File: src/hw/rtl/rmq_pkg.sv
// Package for the rotation matrix to quaternion block.
// Holds the request and result structs, queue entry type, widths and the saturation helper.
`timescale 1ns / 1ps

package rmq_pkg;

  // default number of fraction bits of the matrix and quaternion fields
  localparam int FRAC_BITS_DEF = 14;
  // depth of the queue between front and back
  localparam int QDEPTH_DEF = 4;
  // width of the signed element sums inside the front
  localparam int CW = 34;
  // width of a component magnitude
  localparam int MW = 32;

  // branch codes
  localparam logic [1:0] BR_TRACE = 2'd0;
  localparam logic [1:0] BR_M00   = 2'd1;
  localparam logic [1:0] BR_M11   = 2'd2;
  localparam logic [1:0] BR_M22   = 2'd3;

  typedef struct packed {
    logic signed [15:0] m00;
    logic signed [15:0] m01;
    logic signed [15:0] m02;
    logic signed [15:0] m10;
    logic signed [15:0] m11;
    logic signed [15:0] m12;
    logic signed [15:0] m20;
    logic signed [15:0] m21;
    logic signed [15:0] m22;
  } rmq_in_t;

  typedef struct packed {
    logic signed [15:0] quat_x;
    logic signed [15:0] quat_y;
    logic signed [15:0] quat_z;
    logic signed [15:0] quat_w;
    logic [1:0]         branch_used;
    logic               degenerate;
  } rmq_out_t;

  // classified request as it waits in the queue
  typedef struct packed {
    logic [1:0]          branch;
    logic                degen;
    logic [3:0]          neg;
    logic [3:0][MW-1:0]  mag;
    logic [MW-1:0]       mx;
  } rmq_entry_t;

  // signed saturation of a magnitude to 16 bits
  function automatic logic signed [15:0] sat16(input logic neg, input logic [MW-1:0] mag);
    logic [MW-1:0] nm;
    nm = ~mag + MW'(1);
    if (neg) begin
      sat16 = (mag > MW'(32768)) ? 16'sh8000 : $signed(nm[15:0]);
    end else begin
      sat16 = (mag > MW'(32767)) ? 16'sh7fff : $signed(mag[15:0]);
    end
  endfunction

endpackage

File: src/hw/rtl/rotation_matrix_to_quaternion.sv
// Rotation matrix to unit quaternion converter. The front classifies each request
// (branch, scaled components) in the cycle it is pushed and stores it in a small queue;
// the back works on one request at a time. For a non-degenerate request the back takes
// it from the queue, makes up to 29 one-bit normalizing shifts until the largest
// magnitude is in range, forms 4 squares through one multiplier, runs 32 square root
// steps and 4 divisions of 61 steps each, and loads the result register. A degenerate
// request skips to the result register. The queue absorbs a burst of QDEPTH requests;
// a finished result waits in the output register while the back goes on.
// Depends on rmq_pkg, rmq_front, rmq_queue, rmq_back.
`timescale 1ns / 1ps

module rotation_matrix_to_quaternion
  import rmq_pkg::*;
#(
  parameter int FRAC_BITS = FRAC_BITS_DEF,
  parameter int QDEPTH    = QDEPTH_DEF
) (
  input  logic     clk,
  input  logic     rst_n,
  input  logic     push,
  output logic     full,
  input  rmq_in_t  in_data,
  output logic     empty,
  input  logic     pop,
  output rmq_out_t out_data
);

  rmq_entry_t front_entry, q_data;
  logic       q_valid, q_rd, res_valid;

  // request classification
  rmq_front #(.FRAC_BITS(FRAC_BITS)) u_front (
    .req   (in_data),
    .entry (front_entry)
  );

  // queue between front and back
  rmq_queue #(.DEPTH(QDEPTH)) u_queue (
    .clk      (clk),
    .rst_n    (rst_n),
    .wr_en    (push),
    .wr_data  (front_entry),
    .full     (full),
    .rd_en    (q_rd),
    .rd_data  (q_data),
    .rd_valid (q_valid)
  );

  // arithmetic and result register
  rmq_back #(.FRAC_BITS(FRAC_BITS)) u_back (
    .clk       (clk),
    .rst_n     (rst_n),
    .q_data    (q_data),
    .q_valid   (q_valid),
    .q_rd      (q_rd),
    .res       (out_data),
    .res_valid (res_valid),
    .res_pop   (pop)
  );

  assign empty = !res_valid;

endmodule

File: src/hw/rtl/rmq_front.sv
// Front of the rotation matrix to quaternion block: branch choice and scaled components.
// Depends on rmq_pkg.
`timescale 1ns / 1ps

module rmq_front
  import rmq_pkg::*;
#(
  parameter int FRAC_BITS = FRAC_BITS_DEF
) (
  input  rmq_in_t    req,
  output rmq_entry_t entry
);

  logic signed [CW-1:0] one_s;
  logic signed [CW-1:0] e00, e01, e02, e10, e11, e12, e20, e21, e22;
  logic signed [CW-1:0] trace, rad;
  logic signed [CW-1:0] q [4];
  logic [1:0]           br;
  logic [MW-1:0]        mg [4];
  logic [3:0]           ng;
  logic [MW-1:0]        mx01, mx23, mxa;

  assign one_s = $signed(CW'(64'(1) << FRAC_BITS));

  // sign extension of the elements
  assign e00 = CW'(req.m00);
  assign e01 = CW'(req.m01);
  assign e02 = CW'(req.m02);
  assign e10 = CW'(req.m10);
  assign e11 = CW'(req.m11);
  assign e12 = CW'(req.m12);
  assign e20 = CW'(req.m20);
  assign e21 = CW'(req.m21);
  assign e22 = CW'(req.m22);

  assign trace = e00 + e11 + e22;

  // branch choice
  always_comb begin
    if (trace > 0) begin
      br = BR_TRACE;
    end else if (req.m00 > req.m11 && req.m00 > req.m22) begin
      br = BR_M00;
    end else if (req.m11 > req.m22) begin
      br = BR_M11;
    end else begin
      br = BR_M22;
    end
  end

  // radicand and scaled components per branch
  always_comb begin
    case (br)
      BR_TRACE: begin
        rad  = one_s + trace;
        q[0] = e21 - e12;
        q[1] = e02 - e20;
        q[2] = e10 - e01;
        q[3] = rad;
      end
      BR_M00: begin
        rad  = one_s + e00 - e11 - e22;
        q[0] = rad;
        q[1] = e01 + e10;
        q[2] = e02 + e20;
        q[3] = e21 - e12;
      end
      BR_M11: begin
        rad  = one_s + e11 - e00 - e22;
        q[0] = e01 + e10;
        q[1] = rad;
        q[2] = e12 + e21;
        q[3] = e02 - e20;
      end
      default: begin
        rad  = one_s + e22 - e00 - e11;
        q[0] = e02 + e20;
        q[1] = e12 + e21;
        q[2] = rad;
        q[3] = e10 - e01;
      end
    endcase
  end

  // magnitudes and signs
  always_comb begin
    for (int i = 0; i < 4; i++) begin
      ng[i] = q[i][CW-1];
      mg[i] = ng[i] ? MW'(-q[i]) : MW'(q[i]);
    end
  end

  // largest magnitude
  assign mx01 = (mg[0] > mg[1]) ? mg[0] : mg[1];
  assign mx23 = (mg[2] > mg[3]) ? mg[2] : mg[3];
  assign mxa  = (mx01 > mx23) ? mx01 : mx23;

  always_comb begin
    entry.branch = br;
    entry.degen  = (rad <= 0) || (mxa == '0);
    entry.neg    = ng;
    for (int i = 0; i < 4; i++) begin
      entry.mag[i] = mg[i];
    end
    entry.mx = mxa;
  end

endmodule

File: src/hw/rtl/rmq_queue.sv
// Small queue of classified requests between the front and the back.
// Depends on rmq_pkg.
`timescale 1ns / 1ps

module rmq_queue
  import rmq_pkg::*;
#(
  parameter int DEPTH = QDEPTH_DEF
) (
  input  logic       clk,
  input  logic       rst_n,
  input  logic       wr_en,
  input  rmq_entry_t wr_data,
  output logic       full,
  input  logic       rd_en,
  output rmq_entry_t rd_data,
  output logic       rd_valid
);

  localparam int PW = (DEPTH > 1) ? $clog2(DEPTH) : 1;
  localparam int NW = $clog2(DEPTH + 1);

  rmq_entry_t    mem [DEPTH];
  logic [PW-1:0] wr_ptr_r, wr_ptr_nxt, rd_ptr_r, rd_ptr_nxt;
  logic [NW-1:0] count_r, count_nxt;
  logic          do_wr, do_rd;

  assign full     = (count_r == NW'(DEPTH));
  assign rd_valid = (count_r != '0);
  assign rd_data  = mem[rd_ptr_r];
  assign do_wr    = wr_en && !full;
  assign do_rd    = rd_en && rd_valid;

  // pointer and fill count
  always_comb begin
    wr_ptr_nxt = wr_ptr_r;
    rd_ptr_nxt = rd_ptr_r;
    if (do_wr) begin
      wr_ptr_nxt = (wr_ptr_r == PW'(DEPTH - 1)) ? '0 : wr_ptr_r + PW'(1);
    end
    if (do_rd) begin
      rd_ptr_nxt = (rd_ptr_r == PW'(DEPTH - 1)) ? '0 : rd_ptr_r + PW'(1);
    end
    count_nxt = count_r + NW'(do_wr) - NW'(do_rd);
  end

  always_ff @(posedge clk) begin
    if (!rst_n) begin
      wr_ptr_r <= '0;
      rd_ptr_r <= '0;
      count_r  <= '0;
    end else begin
      wr_ptr_r <= wr_ptr_nxt;
      rd_ptr_r <= rd_ptr_nxt;
      count_r  <= count_nxt;
    end
  end

  // storage
  always_ff @(posedge clk) begin
    if (do_wr) begin
      mem[wr_ptr_r] <= wr_data;
    end
  end

`ifndef SYNTHESIS
  a_count_bound: assert property (@(posedge clk) disable iff (!rst_n)
    count_r <= NW'(DEPTH))
    else $error("queue count beyond depth");
  a_count_up: assert property (@(posedge clk) disable iff (!rst_n)
    (do_wr && !do_rd) |=> count_r == $past(count_r) + NW'(1))
    else $error("queue count did not grow on write");
  a_count_down: assert property (@(posedge clk) disable iff (!rst_n)
    (do_rd && !do_wr) |=> count_r == $past(count_r) - NW'(1))
    else $error("queue count did not shrink on read");
`endif

endmodule

File: src/hw/rtl/rmq_back.sv
// Back of the rotation matrix to quaternion block: normalize, sum of squares,
// integer square root, per-component division and the result register. Depends on rmq_pkg.
`timescale 1ns / 1ps

module rmq_back
  import rmq_pkg::*;
#(
  parameter int FRAC_BITS = FRAC_BITS_DEF
) (
  input  logic       clk,
  input  logic       rst_n,
  input  rmq_entry_t q_data,
  input  logic       q_valid,
  output logic       q_rd,
  output rmq_out_t   res,
  output logic       res_valid,
  input  logic       res_pop
);

  localparam logic signed [15:0] W_ID =
    (FRAC_BITS >= 15) ? 16'sh7fff : 16'(32'(1) << FRAC_BITS);
  localparam int NUMW = 61;

  typedef enum logic [5:0] {
    S_IDLE = 6'b000001,
    S_NORM = 6'b000010,
    S_SQ   = 6'b000100,
    S_SQRT = 6'b001000,
    S_DIV  = 6'b010000,
    S_DONE = 6'b100000
  } state_t;

  state_t            state_r, state_nxt;
  logic [MW-1:0]     mag_r [4];
  logic [3:0]        neg_r;
  logic [1:0]        branch_r;
  logic              degen_r;
  logic [MW-1:0]     mx_r;
  logic [1:0]        idx_r, idx_nxt;
  logic [63:0]       acc_r, v_r, root_r, bit_r;
  logic [59:0]       prod;
  logic [63:0]       trial;
  logic [NUMW-1:0]   num_r;
  logic [32:0]       rem_r, rem_sh;
  logic [MW-1:0]     quot_r, quot_new;
  logic [5:0]        dcnt_r;
  logic signed [15:0] qout_r [4];
  logic              res_valid_r, res_valid_nxt;
  rmq_out_t          res_r;
  logic              load_out;
  logic              qbit;

  assign prod   = mag_r[idx_r][29:0] * mag_r[idx_r][29:0];
  assign trial  = root_r + bit_r;
  assign rem_sh = {rem_r[31:0], num_r[NUMW-1]};
  assign qbit   = (rem_sh >= {1'b0, root_r[31:0]});
  assign quot_new = {quot_r[MW-2:0], qbit};

  assign q_rd     = (state_r == S_IDLE) && q_valid;
  assign load_out = (state_r == S_DONE) && (!res_valid_r || res_pop);
  assign idx_nxt  = idx_r + 2'd1;

  // sequencer
  always_comb begin
    state_nxt = state_r;
    case (state_r)
      S_IDLE: if (q_valid) state_nxt = q_data.degen ? S_DONE : S_NORM;
      S_NORM: if (mx_r >= MW'(1 << 29) && mx_r < MW'(1 << 30)) state_nxt = S_SQ;
      S_SQ:   if (idx_r == 2'd3) state_nxt = S_SQRT;
      S_SQRT: if (bit_r == 64'd1) state_nxt = S_DIV;
      S_DIV:  if (dcnt_r == 6'(NUMW - 1) && idx_r == 2'd3) state_nxt = S_DONE;
      S_DONE: if (load_out) state_nxt = S_IDLE;
      default: state_nxt = S_IDLE;
    endcase
  end

  always_ff @(posedge clk) begin
    if (!rst_n) begin
      state_r <= S_IDLE;
    end else begin
      state_r <= state_nxt;
    end
  end

  // datapath
  always_ff @(posedge clk) begin
    case (state_r)
      S_IDLE: begin
        if (q_valid) begin
          for (int i = 0; i < 4; i++) mag_r[i] <= q_data.mag[i];
          neg_r    <= q_data.neg;
          branch_r <= q_data.branch;
          degen_r  <= q_data.degen;
          mx_r     <= q_data.mx;
        end
      end
      S_NORM: begin
        // one bit of shift per cycle until the largest lies in [2^29, 2^30)
        if (mx_r < MW'(1 << 29)) begin
          for (int i = 0; i < 4; i++) mag_r[i] <= mag_r[i] << 1;
          mx_r <= mx_r << 1;
        end else if (mx_r >= MW'(1 << 30)) begin
          for (int i = 0; i < 4; i++) mag_r[i] <= mag_r[i] >> 1;
          mx_r <= mx_r >> 1;
        end else begin
          idx_r <= 2'd0;
          acc_r <= '0;
        end
      end
      S_SQ: begin
        // one square per cycle into the accumulator
        acc_r <= acc_r + 64'(prod);
        idx_r <= idx_nxt;
        if (idx_r == 2'd3) begin
          v_r    <= acc_r + 64'(prod);
          root_r <= '0;
          bit_r  <= 64'd1 << 62;
        end
      end
      S_SQRT: begin
        // one root bit per cycle
        if (v_r >= trial) begin
          v_r    <= v_r - trial;
          root_r <= (root_r >> 1) + bit_r;
        end else begin
          root_r <= root_r >> 1;
        end
        bit_r <= bit_r >> 2;
        if (bit_r == 64'd1) begin
          idx_r  <= 2'd0;
          dcnt_r <= '0;
          rem_r  <= '0;
          quot_r <= '0;
          num_r  <= (NUMW'(mag_r[0]) << FRAC_BITS) +
                    NUMW'(((v_r >= trial) ? ((root_r >> 1) + bit_r) : (root_r >> 1)) >> 1);
        end
      end
      S_DIV: begin
        // restoring division, one quotient bit per cycle
        if (dcnt_r == 6'(NUMW - 1)) begin
          qout_r[idx_r] <= sat16(neg_r[idx_r], quot_new);
          idx_r  <= idx_nxt;
          dcnt_r <= '0;
          rem_r  <= '0;
          quot_r <= '0;
          num_r  <= (NUMW'(mag_r[idx_nxt]) << FRAC_BITS) + NUMW'(root_r[31:1]);
        end else begin
          rem_r  <= qbit ? rem_sh - {1'b0, root_r[31:0]} : rem_sh;
          quot_r <= quot_new;
          num_r  <= num_r << 1;
          dcnt_r <= dcnt_r + 6'd1;
        end
      end
      S_DONE: ;
      default: ;
    endcase
  end

  // result register
  always_comb begin
    res_valid_nxt = res_valid_r;
    if (res_pop) res_valid_nxt = 1'b0;
    if (load_out) res_valid_nxt = 1'b1;
  end

  always_ff @(posedge clk) begin
    if (!rst_n) begin
      res_valid_r <= 1'b0;
    end else begin
      res_valid_r <= res_valid_nxt;
    end
  end

  always_ff @(posedge clk) begin
    if (load_out) begin
      res_r.branch_used <= branch_r;
      res_r.degenerate  <= degen_r;
      if (degen_r) begin
        res_r.quat_x <= '0;
        res_r.quat_y <= '0;
        res_r.quat_z <= '0;
        res_r.quat_w <= W_ID;
      end else begin
        res_r.quat_x <= qout_r[0];
        res_r.quat_y <= qout_r[1];
        res_r.quat_z <= qout_r[2];
        res_r.quat_w <= qout_r[3];
      end
    end
  end

  assign res       = res_r;
  assign res_valid = res_valid_r;

endmodule

File: config.mk
export PLATFORM = sky130hd
export DESIGN_NAME = rotation_matrix_to_quaternion
export DESIGN_NICKNAME = d
export VERILOG_FILES = /design/src/hw/rtl/rmq_pkg.sv /design/src/hw/rtl/rotation_matrix_to_quaternion.sv /design/src/hw/rtl/rmq_front.sv /design/src/hw/rtl/rmq_queue.sv /design/src/hw/rtl/rmq_back.sv
export SDC_FILE = /design/constraint.sdc
export NUM_CORES = 2
export LEC_CHECK = 0
export ABC_AREA = 0
export BUFFER_PORTS_ARGS = -buffer_cell sky130_fd_sc_hd__buf_2
export CAP_MARGIN = 5
export CORE_ASPECT_RATIO = 0.7
export CORE_MARGIN = 4
export CORE_UTILIZATION = 34
export DETAILED_ROUTE_END_ITERATION = 10
export SYNTH_ARGS = -nofsm -noshare
export SYNTH_HDL_FRONTEND = slang
export SYNTH_HIERARCHICAL = 1
export SYNTH_SLANG_ARGS = --single-unit
File: constraint.sdc
create_clock -name clk -period 22.2 [get_ports clk]
set_input_delay 1.11 -clock clk [delete_from_list [all_inputs] [get_ports clk]]
set_output_delay 1.11 -clock clk [all_outputs]
set_load 0.05 [all_outputs]
After elaboration in Yosys (flattened, before gate mapping):

Memories as Yosys holds them, arrays and structs flattened. A register that Yosys moved wholly into a read port is not among the register bits.
Index checks and enable logic that the tools add are counted.

* bits in registers: 444
* bits in writable memories: 860
* input port bits: 148
* word-level logic and storage cells: 229
* memories: 3

Memory list
* u_queue.mem: depth 4, width 167, rd ports 1, clocked after Yosys merged registers in 1, write ports 1, line rmq_queue.sv:23 `rmq_entry_t mem [DEPTH];`
* u_back.mag_r: depth 4, width 32, rd ports 6, clocked after Yosys merged registers in 1, write ports 4, line rmq_back.sv:34 `logic [MW-1:0] mag_r [4];`
* u_back.qout_r: depth 4, width 16, rd ports 4, clocked after Yosys merged registers in 4, write ports 1, line rmq_back.sv:47 `logic signed [15:0] qout_r [4];`

* add/subtract/negate cells: 36
* multipliers: 1
* order comparisons: 17
* equal/unequal tests: 25
* multiplexer cells: 90
* bitwise operators: 9
* reduce and logical (&&, ||, !) cells: 28

Operator list (number)
* 32-bit 2-to-1 mux: 21
* 64-bit one-hot mux with 2 select lines: 4
* 64-bit 2-to-1 mux: 7
* 136-bit one-hot mux with 3 select lines: 1
* 32-bit negation: 4
* 32-bit one-hot mux with 2 select lines: 2
* 61-bit 2-to-1 mux: 2
* 61-bit one-hot mux with 2 select lines: 1
* 34-bit one-hot mux with 3 select lines: 1
* 34-bit by 16-bit subtractor with 34-bit output: 3
* 32-bit > comparator: 3
* 16-bit 2-to-1 mux: 5
* 16-bit by 16-bit adder with 17-bit output: 4
* 63-bit by 64-bit adder with 64-bit output: 1
* 64-bit by 60-bit adder with 64-bit output: 1
* 64-bit adder: 1
* 64-bit by 1-bit equality test with 1-bit output (second input constant): 1
* 64-bit greater-or-equal comparator: 1
* 64-bit subtractor: 1
* 31-bit 2-to-1 mux: 2
* 31-bit one-hot mux with 2 select lines: 1
* 46-bit by 61-bit adder with 61-bit output: 1
* 30-bit by 30-bit multiplier with 60-bit output: 1
* 6-bit 2-to-1 mux: 9
* 55 further kinds: 128

Longest topological paths before layout:

* depth after elaboration: 14
* depth in mapped cells: 61
* depth with buffers taken out: 54

Modules after synthesis:

Netlist, hierarchy kept.

By module, submodules not included
* rmq_back: times used 1, cells an instance 7175, area an instance 69051.2 um^2, sequential area each 19789.0 um^2
* rmq_queue: times used 1, cells an instance 925, area an instance 24628.6 um^2, sequential area each 20239.4 um^2
* rmq_front: times used 1, cells an instance 2918, area an instance 21498.1 um^2, sequential area each 0.0 um^2
* rotation_matrix_to_quaternion: times used 1, cells an instance 1, area an instance 3.8 um^2, sequential area each 0.0 um^2

Least setup slack after synthesis:

OpenSTA, ideal clock, no wires.

* path type: input to register
* start: input in_data[1] (netlist bit)
* end: memory u_queue/mem[0][164] (netlist bit), data pin
* setup time: 146 ps
* arrival time: 11762 ps
* setup slack: 10291 ps
* stages: 54
* cell sequence: fa_1 -> ha_1 -> fa_1 -> a211oi_2 -> o21ai_1 -> nand3_1 -> nand2_1 -> a21oi_1 -> o21bai_1 -> a21oi_1 -> xor2_1 -> ha_1 -> nand3b_1 -> o31ai_2 -> buf_4 -> buf_6 -> buf_6 -> buf_2 -> [18 not listed] -> clkbuf_1 -> o21ai_0 -> nor3_1 -> nor2_1 -> ha_1 -> a21o_1 -> a21oi_1 -> o21ai_0 -> or3_1 -> a221o_1 -> and2_0 -> nor2_1 -> inv_1 -> o22ai_1 -> nor3_1 -> or4_1 -> nor4_2 -> a41o_1

RTL lines
* start: declaration: line rotation_matrix_to_quaternion.sv:22 `input rmq_in_t in_data,`
* end: declaration: line rmq_queue.sv:23

==> results.txt <==
The most frequently used flop master after synthesis is sky130_fd_sc_hd__edfxtp_1. For this run, the register share of the synthesized area comes to 0.348. The number of distinct library cell variants in the gate-level netlist after synthesis is roughly 140. The post-synthesis to final-layout area growth came out at 9.21%. The clock reaches the later pin of the worst-skew pair after 0.82 ns. The slowest cell on the critical path is sky130_fd_sc_hd__nor3_1. Setup repair after global routing left no endpoint under its margin. Clock tree synthesis inserted a total of 151 buffers. For this run, the total global-route usage over all layers was measured as 0.205. For this run, design rule violations remaining after detail routing come to 0.

The gate count after technology mapping came out at about 11000. The routed via count divided by cell count came out at 5.42. The required time of the critical path came out at 22.85 ns. The initial antenna violation count came to 12. The slew at the pin closest to its max-slew limit is 1.32 ns. The type of the setup path with the least slack is in -> reg.

The yosys synthesis warning count came out at 6. Of the post-synthesis cell area, the dominant cell type holds 0.344. Measured along the x axis, the die boundary spans 704 um. The number of max-slew violations in the final report came out at 0.

The global-route congestion overflow total is 0. Between clock sinks in the finished design, the worst skew comes to around 0.087 ns. Routability-driven placement finished with a final weighted congestion of between 1 and 1.5. The critical path's most frequent cell is sky130_fd_sc_hd__ha_1. The cell type with the largest total area after synthesis is sky130_fd_sc_hd__edfxtp_1. The number of synthesized flops with an enable pin is about 1300. Summed over all failing endpoints, the final setup total negative slack is 0 ns.

The delay of the slowest cell on the worst path came out at roughly 0.76 ns. The post-cts gate resize count is 0. The worst reg2reg path depth is 36.

The top-level I/O count is about 220. No sink is reached through more buffers than the 4 on the longest clock path. The post-route fraction of the period consumed by the critical path is 0.691. The DRC violation total after the first TritonRoute iteration came out at about 10000. Entering global routing, the biggest net connects 114 pins. By area the synthesized netlist is led by sky130_fd_sc_hd__edfxtp_1, sky130_fd_sc_hd__fa_1, sky130_fd_sc_hd__ha_1, sky130_fd_sc_hd__inv_1, sky130_fd_sc_hd__mux4_2. The total number of H-tree levels is 4. The first TritonRoute pass finished after 8 iterations. The via count of the first global-routing pass came to just over 80000. The initial utilization of the core area, before any placement, comes to 0.342. The initialized floorplan defines 178 standard-cell rows.

Clock-pin slew was measured on the worst setup and hold paths at 0.06 ns. The critical-path maximum fanout is 66. The area of the core came out at about 340000 um^2. The max-capacitance violation count came out at 0.

TritonCTS built the clock tree. The flow ran to the end, and the final reports show no timing, DRC or antenna violations. In this run the tightest slew margin relative to its limit is 0.121.

CTS saw 1340 sinks. The count of endpoints failing setup in the final report came out at 0. The worst hold path cell count came out at 0. The worst setup path is launched from an input port. The combined area of all synthesized cells came out at 115000 um^2. The average wire per cell in the routed design came out at 22.9 um. The die boundary height is 495 um.

The share of layout cells above drive strength 1 is 0.0941. In this run the worst hold path is classified as reg -> reg. The hold buffer count at cts came out at 0. The total of flip-flops plus latches after synthesis is 1340.

The tree is rooted in a sky130_fd_sc_hd__clkbuf_16. The count of buffers added by post-CTS timing repair for setup came out at 0. The minimum clock period after layout is between 15 and 20 ns. The worst setup path is captured at a flip-flop. Summing over every cut layer, the via total after detailed routing is 85280. The wire length of the first global-routing pass is 542000 um. The number of nets in the finished design is 12997.

Averaged over all synthesized cells, the footprint is 10.5 um^2. The detailed-route wire length is 361000 um. The final count of hold timing violations is 0. The port buffer count came out at between 200 and 250. The share of flip-flops with an asynchronous set or reset is 0.

The post-detailed-placement half-perimeter wirelength came out at around 280000 um. Derived from the worst setup path, the maximum achievable clock frequency is 65.1 MHz. The post-detailed-route count of antenna-violating nets is 0. The area enclosed by the die boundary is roughly 350000 um^2. The data arrival at the endpoint of the critical path is roughly 16 ns.
## registers in the layout, summed over array words and instances (netlist names), 6 cells and up, named ones only
| name | count |
|---|---|
| u_queue/mem | 668 |
| u_back/mx_r | 32 |
| u_back/v_r | 64 |
| u_back/bit_r | 32 |
| u_back/res | 67 |
| u_back/mag_r | 128 |
| u_back/acc_r | 64 |
| u_back/state_r | 6 |
| u_back/qout_r | 64 |
| u_back/num_r | 61 |
| u_back/root_r | 64 |
| u_back/quot_r | 31 |
| u_back/dcnt_r | 6 |
| u_back/rem_r | 32 |
## worst max-delay path, delay by kind of cell
kind / cells / cell delay, ns
adders and majority gates: 7 / 2.52
buffers and inverters: 8 / 2.54
and+or+nand+nor: 16 / 4.23
xor gates and xnor gates: 2 / 0.85
AOI/OAI and AO/OA: 18 / 4.64
## stage by stage
| stage | area, um^2 | hold slack [ns] | worst slack [ns] | std cells | util |
|---|---|---|---|---|---|
| 2_1_floorplan | 116000 | 0.400 | 10.29 | 11158 | - |
| 3_3_place_gp | 121000 | 0.411 | 6.88 | 15478 | 0.359 |
| 3_5_place_dp | 121000 | 0.433 | 6.80 | 15478 | 0.359 |
| 4_1_cts | 126000 | 0.446 | 7.60 | 15737 | 0.373 |
| 5_1_grt | 126000 | 0.444 | 6.44 | 15738 | 0.374 |
| 6_report | 126000 | 0.444 | 6.85 | 15742 | 0.374 |
## worst paths after layout
check / from / to / slack (ns)
hold / removal: u_back/branch_r[1] / u_back/res[2] / 0.44
hold reg to reg: u_back/branch_r[1] / u_back/res[2] / 0.44
setup reg to reg: u_back/root_r[2] / u_back/num_r[57] / 9.51
setup / recovery: in_data[0] / u_queue/mem[1][164] / 6.85
## layout by cell type, fill, tap and decap left out, types with 28 or more instances in the layout
cell | netlist | layout
sky130_fd_sc_hd__a211oi_1 | 89 | 89
sky130_fd_sc_hd__a21o_1 | 200 | 200
sky130_fd_sc_hd__a21oi_1 | 544 | 544
sky130_fd_sc_hd__a22oi_1 | 68 | 68
sky130_fd_sc_hd__a31o_2 | 32 | 32
sky130_fd_sc_hd__a31oi_1 | 130 | 130
sky130_fd_sc_hd__and2_1 | 178 | 173
sky130_fd_sc_hd__and3_1 | 66 | 66
sky130_fd_sc_hd__buf_2 | 66 | 216
sky130_fd_sc_hd__buf_4 | 83 | 143
sky130_fd_sc_hd__clkbuf_16 | 0 | 153
sky130_fd_sc_hd__conb_1 | 2 | 141
sky130_fd_sc_hd__edfxtp_1 | 1319 | 1319
sky130_fd_sc_hd__fa_1 | 844 | 844
sky130_fd_sc_hd__ha_1 | 873 | 873
sky130_fd_sc_hd__inv_1 | 1359 | 1358
sky130_fd_sc_hd__mux2_2 | 59 | 59
sky130_fd_sc_hd__mux2i_1 | 163 | 163
sky130_fd_sc_hd__mux4_2 | 200 | 200
sky130_fd_sc_hd__nand2_1 | 1060 | 1058
sky130_fd_sc_hd__nand2b_1 | 75 | 75
sky130_fd_sc_hd__nand3_1 | 144 | 143
sky130_fd_sc_hd__nand4_1 | 118 | 118
sky130_fd_sc_hd__nor2_1 | 774 | 766
sky130_fd_sc_hd__nor2b_1 | 142 | 141
sky130_fd_sc_hd__nor3_1 | 119 | 118
sky130_fd_sc_hd__nor4_1 | 63 | 63
sky130_fd_sc_hd__o211ai_1 | 47 | 47
sky130_fd_sc_hd__o21a_1 | 74 | 71
sky130_fd_sc_hd__o21ai_0 | 470 | 460
sky130_fd_sc_hd__o21ai_1 | 37 | 32
sky130_fd_sc_hd__o21bai_1 | 66 | 66
sky130_fd_sc_hd__o31ai_1 | 50 | 50
sky130_fd_sc_hd__or2_2 | 28 | 28
sky130_fd_sc_hd__or3_1 | 57 | 57
sky130_fd_sc_hd__xnor2_1 | 298 | 298
sky130_fd_sc_hd__xor2_1 | 210 | 210
## routing by layer
layer	track usage	vias to the layer above	share of wire
li1	-	38562	-
met1	0.326	42438	0.48
met2	0.267	3866	0.38
met3	0.0643	404	0.12
met4	0.0346	10	0.017
met5	0	-	0.00014
## synthesized netlist by cell type (32+ instances only)
cell type,n
sky130_fd_sc_hd__mux2i_1,163
sky130_fd_sc_hd__nor3_1,119
sky130_fd_sc_hd__o21bai_1,66
sky130_fd_sc_hd__and2_1,178
sky130_fd_sc_hd__clkbuf_1,323
sky130_fd_sc_hd__a31o_2,32
sky130_fd_sc_hd__or3_1,57
sky130_fd_sc_hd__xnor2_1,298
sky130_fd_sc_hd__a21o_1,200
sky130_fd_sc_hd__inv_1,1359
sky130_fd_sc_hd__nor2_1,774
sky130_fd_sc_hd__xor2_1,210
sky130_fd_sc_hd__fa_1,844
sky130_fd_sc_hd__mux2_2,59
sky130_fd_sc_hd__o21ai_0,470
sky130_fd_sc_hd__nor4_1,63
sky130_fd_sc_hd__buf_2,66
sky130_fd_sc_hd__o211ai_1,47
sky130_fd_sc_hd__mux4_2,200
sky130_fd_sc_hd__a211oi_1,89
sky130_fd_sc_hd__ha_1,873
sky130_fd_sc_hd__a21oi_1,544
sky130_fd_sc_hd__buf_4,83
sky130_fd_sc_hd__o21a_1,74
sky130_fd_sc_hd__edfxtp_1,1319
sky130_fd_sc_hd__nor2b_1,142
sky130_fd_sc_hd__a31oi_1,130
sky130_fd_sc_hd__a22oi_1,68
sky130_fd_sc_hd__nand2_1,1060
sky130_fd_sc_hd__o21ai_1,37
sky130_fd_sc_hd__nand2b_1,75
sky130_fd_sc_hd__nand4_1,118
sky130_fd_sc_hd__and3_1,66
sky130_fd_sc_hd__nand3_1,144
sky130_fd_sc_hd__o31ai_1,50
## cell families (layout without fill, tap and decap cells)
kind of cell,count (synthesis),after routing,synth area share
AOI/OAI and AO/OA,2161,2161,0.123
and+or+nand+nor,2950,2950,0.121
adders and majority gates,1717,1717,0.242
xor gates and xnor gates,510,510,0.0389
buffers and inverters,1912,1992,0.0689
DFF,1340,1340,0.348
muxes,427,427,0.0597
other,2,145,0.0000652
## cell type report
class	count	area [um^2]
inverters	1372	5150
diodes	4	10.0
fillers	33331	211000
well taps	4500	5630
flip-flops and latches	1340	40000
clock buffers	172	3950
clock inverters	87	838
repair buffers	361	2190
multi-input cells	7906	68000
Power is not shown: default switching activity piles up to over one toggle a cycle in this logic, so the estimate is an artifact.
